==> src/design/velocity_verlet_step_top_assert.svh <==
// Assertion macros used by the velocity Verlet step top level.
`ifndef VELOCITY_VERLET_STEP_TOP_ASSERT_SVH
`define VELOCITY_VERLET_STEP_TOP_ASSERT_SVH

// Same-cycle implication, sampled on clk and quiet during reset.
`define VVS_ASSERT_NOW(lbl, ante, cons, msg) \
	lbl: assert property (@(posedge clk) disable iff (!arst_n) (ante) |-> (cons)) \
		else $error(msg);

// Next-cycle implication, sampled on clk and quiet during reset.
`define VVS_ASSERT_NEXT(lbl, ante, cons, msg) \
	lbl: assert property (@(posedge clk) disable iff (!arst_n) (ante) |=> (cons)) \
		else $error(msg);

`endif

==> src/design/vvs_pkg.sv <==
// Shared types, constants and helper functions of the velocity Verlet step.
`timescale 1ns / 1ps

package vvs_pkg;

	// Fixed-point format and register defaults.
	localparam int FRAC_BITS = 16;
	localparam int DT_W = 31;
	localparam logic [DT_W-1:0] TIME_STEP_RST = 31'd655;
	localparam int QUEUE_DEPTH = 4;

	// One restoring step per quotient bit.
	localparam int DIV_STEPS = 32;

	// Drift datapath widths.
	localparam int WMAG_W = 62 - FRAC_BITS;
	localparam int WHI_W = WMAG_W - 32;
	localparam int PHI_W = WHI_W + DT_W;
	localparam int SUM_W = WMAG_W + DT_W + 1;
	localparam int RES_W = 41;
	localparam logic [RES_W-1:0] BIG_CAP = 41'h100_0000_0000;

	typedef enum logic {
		REQ_DRIFT = 1'b0,
		REQ_KICK  = 1'b1
	} req_t;

	// Classified item as it sits in the queue.
	typedef struct packed {
		req_t               kind;
		logic signed [31:0] pos;
		logic signed [31:0] vel;
		logic signed [31:0] acc;
		logic               force_neg;
		logic [31:0]        force_mag;
		logic [30:0]        mass;
		logic               mass_zero;
	} entry_t;

	// Queue status seen by both neighbors.
	typedef struct packed {
		logic full;
		logic empty;
	} qstat_t;

	// Item as it travels through the back-end pipeline.
	typedef struct packed {
		req_t               kind;
		logic signed [31:0] pos;
		logic signed [31:0] vel;
		logic signed [31:0] acc;
		logic               force_neg;
		logic [30:0]        mass;
		logic               mass_zero;
		logic               sat;
		logic               ovf;
		logic [30:0]        rem;
		logic [31:0]        dq;
		logic               neg;
		logic [62:0]        scr_a;
		logic [PHI_W-1:0]   scr_b;
	} pipe_t;

	typedef struct packed {
		logic               sat;
		logic signed [31:0] val;
	} sat_t;

	// Clamp a wide signed value to the 32-bit signed range.
	function automatic sat_t sat32(input logic signed [63:0] v);
		sat_t r;
		if (v > 64'sh0000_0000_7fff_ffff) begin
			r.sat = 1'b1;
			r.val = 32'sh7fff_ffff;
		end else if (v < 64'shffff_ffff_8000_0000) begin
			r.sat = 1'b1;
			r.val = 32'sh8000_0000;
		end else begin
			r.sat = 1'b0;
			r.val = $signed(v[31:0]);
		end
		return r;
	endfunction

	// One restoring division step: shift in a dividend bit, retire a quotient bit.
	function automatic pipe_t div_step(input pipe_t p);
		pipe_t       r;
		logic [31:0] r2;
		logic        ge;
		r = p;
		r2 = {p.rem, p.dq[31]};
		ge = (r2 >= {1'b0, p.mass});
		r.rem = ge ? 31'(r2 - {1'b0, p.mass}) : r2[30:0];
		r.dq = {p.dq[30:0], ge};
		return r;
	endfunction

endpackage

==> src/design/vvs_front.sv <==
// Front end: input register that accepts and classifies items for the queue.
`timescale 1ns / 1ps

module vvs_front (
	input  logic                  clk,
	input  logic                  arst_n,
	input  logic                  push,
	output logic                  full,
	input  logic                  req_type,
	input  logic signed [31:0]    position,
	input  logic signed [31:0]    velocity,
	input  logic signed [31:0]    accel_old,
	input  logic signed [31:0]    force_req,
	input  logic [30:0]           mass,
	input  vvs_pkg::qstat_t       q_stat,
	output logic                  q_wr_en,
	output vvs_pkg::entry_t       q_wr_data
);

	logic            valid_q;
	vvs_pkg::entry_t item_q;
	logic            take;

	// The register holds while its item cannot enter the queue.
	assign full = valid_q && q_stat.full;
	assign take = push && !full;
	assign q_wr_en = valid_q && !q_stat.full;
	assign q_wr_data = item_q;

	always_ff @(posedge clk or negedge arst_n) begin
		if (!arst_n) begin
			valid_q <= 1'b0;
		end else begin
			valid_q <= take || (valid_q && q_stat.full);
		end
	end

	// Classify the beat: request kind, force sign and magnitude, zero mass.
	always_ff @(posedge clk) begin
		if (take) begin
			item_q.kind <= req_type ? vvs_pkg::REQ_KICK : vvs_pkg::REQ_DRIFT;
			item_q.pos <= position;
			item_q.vel <= velocity;
			item_q.acc <= accel_old;
			item_q.force_neg <= force_req[31];
			item_q.force_mag <= force_req[31] ? 32'(-force_req) : 32'(force_req);
			item_q.mass <= mass;
			item_q.mass_zero <= (mass == '0);
		end
	end

endmodule

==> config.mk <==
export PLATFORM = sky130hd
export DESIGN_NAME = vvs_front
export DESIGN_NICKNAME = d
export VERILOG_FILES = /design/src/design/velocity_verlet_step_top_assert.svh /design/src/design/vvs_pkg.sv /design/src/design/vvs_front.sv
export SDC_FILE = /design/constraint.sdc
export NUM_CORES = 1
export LEC_CHECK = 0
export ABC_CLOCK_PERIOD_IN_PS = 20600
export BUFFER_PORTS_ARGS = -buffer_cell sky130_fd_sc_hd__buf_2
export CAP_MARGIN = 30
export CORE_AREA = 3 3 125 127
export DETAILED_ROUTE_END_ITERATION = 16
export DIE_AREA = 0 0 128 130
export PLACE_DENSITY = 0.74
export SLEW_MARGIN = 0
export SYNTH_ARGS = -nofsm -noshare
export SYNTH_HDL_FRONTEND = slang
export SYNTH_SLANG_ARGS = --single-unit
==> constraint.sdc <==
create_clock -name clk -period 20.6 [get_ports clk]
set_clock_uncertainty 0.05 [all_clocks]
set_input_delay 2.06 -clock clk [delete_from_list [all_inputs] [get_ports clk]]
set_output_delay 2.06 -clock clk [all_outputs]
set_load 0.03 [all_outputs]
==> results.toml <==
[pwr]
power_uw = 806.7
p_clk_share_pct = 39.0
switching_power_uw = 212.7
share_seq_of_total_power_pct = 48.7
power.density_mw_per_mm2 = 97.23
leakage_nw = 3.395
netSwitchingFraction_pct = 26.37
p_int_uw = 594.0
pwr-share-comb_pct = 12.3
irDropWorstVdd_mv = 0.04890

[global_routing]
gr-total-overflow = 0
grt_first_pass_wirelength_um = 21870
track_usage_pct = 17.64
grt_pass1_vias = 3911
grt_max_degree = 83
antenna_found_initial = 1

[clocking]
tritoncts = "built"
ctsResizeCount = 0
cts_setup_buffers = 0
clk_pin_slew_worst_paths_ps = 70
cts_sinks = 163
cts.path.max_buffers = 2
cts_hold_buffers = 0
worstSkewPairLatency_ps = 420
htreeDepth = 4
cts-buffers-inserted = 17
root_buffer = "clkbuf_16"

[sta]
tightestPinTransition_ps = 596.0
grt_setup_unrepaired = "no"
setup_tns_ps = 0
fin_hold_ws_ps = 687.3
relSlewSlack_pct = 60.27
final_hold_viol_count = 0
slew_viol_final = 0
fmax_ghz = 0.2124
setup_viol_count_final = 0
finalCritPeriodShare_pct = 22.85
min_period_ps = 4708

[floorplanning]
dieArea_mm2 = 0.01664
start_util_pct = 39.56
coreArea_mm2 = 0.01453
fp.dieH_um = 130
placementRows = 44
fp.dieW_um = 128
io-pin-count = 329

[logic_synthesis]
yosysTopAreaCellShare_pct = 84.61
syn-instance-count = 275
mappedNetlistNets = 442
yosysSeqAreaShare_pct = 85.05
yosysTopAreaCell = "edfxtp_1"
synth_cell_type_count = 30
synth_most_common_cell = "edfxtp_1"
yosys_warnings = 0
ys_ff_latch = 163
synth_top_cells_by_count = "162 x edfxtp_1, 29 x xnor2_1, 12 x nand2_1"
synth_edf_count = 162
synthArstFlopShare_pct = 0.6135
synthFlopType = "edfxtp_1"
synthesis.area_mm2 = 0.005749
syn_avg_cell_area_um2 = 20.91
synth_area_leaders = "edfxtp_1 85%, xnor2_1 4.4%, o41ai_2 1.7%"

[detailed_routing]
ant_nets = 0
drt_iter0_drc = 251
finalWirelength_um = 15440
drcViolationCount = 0
first_pass_iters = 6
viasPerCell = 4.760
wl_per_cell_um = 18.81
vias = 3908

[critical_path]
max_stage_delay_ps = 230
critical_path.top_delay_family = "buffers and inverters"
path_class = "primary input to primary output"
crit_fanout = 3
critical_path.slowest_cell = "buf_2"
worst-r2r-cell-count = 6
crit_chain = "buf_2 > and2_1 > buf_2"
crit_top_cell = "buf_2"
worstPathRequired_ps = 18490
critPathLaunchType = "primary input"
end_kind = "primary output"
arrival_ps = 2600
path_depth = 3
path_buf_inv = 2

[cells_and_area]
post-route-util_pct = 57.09
nNetsFinal = 789
syn_to_final_growth_pct = 44.31
drive_gt1_share_pct = 59.37
nFillCells = 1181
finalInstanceArea_mm2 = 0.008297
multi_input_area_um2 = 848.3
area.sequential_mm2 = 0.004890

[place]
place_hpwl_um = 12250
dpl_cell_area_mm2 = 0.007627
place.gp.congestion = 0.8229
io_buffers = 327

[run]
cap_violations = 0

[status]
status = "completed"

[hold_path]
hold_class = "flop to flop"
holdPathStages = 2
layer usage:
layer	up-vias	global-route usage [%]	part of all wire, %
met5	-	0	0
met4	0	7.116	2.3
met3	24	7.000	9.3
met2	183	30.65	54
met1	1898	19.46	35
li1	1803	-	-
power groups by stage:
stage / clock [mW] / combinational (mW) / sequential [mW]
2_1_floorplan: 0 / 0.0166 / 0.444
5_1_grt: 0.338 / 0.105 / 0.394
6_report: 0.315 / 0.0991 / 0.393
3_3_place_gp: 0 / 0.0965 / 0.400
3_5_place_dp: 0 / 0.0986 / 0.401
4_1_cts: 0.323 / 0.0987 / 0.394
registers in the layout (all words and copies together) (netlist names):
register   count
q_wr_data    162
valid_q        1
cell type report:
cell class | instances | area share (%)
flip-flops and latches | 163 | 58.94
repair buffers | 331 | 20.57
multi-input cells | 107 | 10.22
clock buffers | 17 | 5.127
well taps | 184 | 2.775
clock inverters | 15 | 2.217
inverters | 2 | 0.09048
diodes | 2 | 0.06032
worst paths after layout:
path,start,end,slack (ps)
worst max-delay path,q_stat[1],full,15890
min in group asynchronous,arst_n,valid_q$_DFF_PN0_,1350
worst max register to register,valid_q$_DFF_PN0_,q_wr_data[52]$_DFFE_PP_,18380
worst min register to register,valid_q$_DFF_PN0_,valid_q$_DFF_PN0_,690
worst min-delay path,valid_q$_DFF_PN0_,valid_q$_DFF_PN0_,690
max in group asynchronous,arst_n,valid_q$_DFF_PN0_,19070
worst reg2reg max path, cell delays in order (launching register included):
cell and delay, ps:
dfrtp_1 390, and2_1 190, nor2b_4 110, buf_4 170, buf_16 310, buf_4 290
buf_16 330
placed cells by master, fill, tap and decap left out, drive strengths merged, types with 3 or more instances in the layout:
master / instances
o41ai: 7
nor3: 3
inv: 10
nand4: 5
edfxtp: 162
buf: 331
o21ai: 8
clkbuf: 17
nor2: 6
xnor2: 29
nor4: 12
o31ai: 11
clkinv: 5
nand2: 12
logic make-up after synthesis:
group / Yosys count / share of synthesized area (%)
flops: 163 / 85.05
xor+xnor: 29 / 4.418
simple gates: 50 / 5.702
compound gates: 26 / 4.070
fa+ha+maj: 2 / 0.4352
buf+inv: 5 / 0.3265
per-stage QoR:
step | cells | setup WS [ps]
6_report | 821 | 15890
5_1_grt | 820 | 15870
4_1_cts | 817 | 15890
3_5_place_dp | 785 | 15880
3_3_place_gp | 785 | 15940
2_1_floorplan | 275 | 10400
Power figures use the tool's default switching activity.
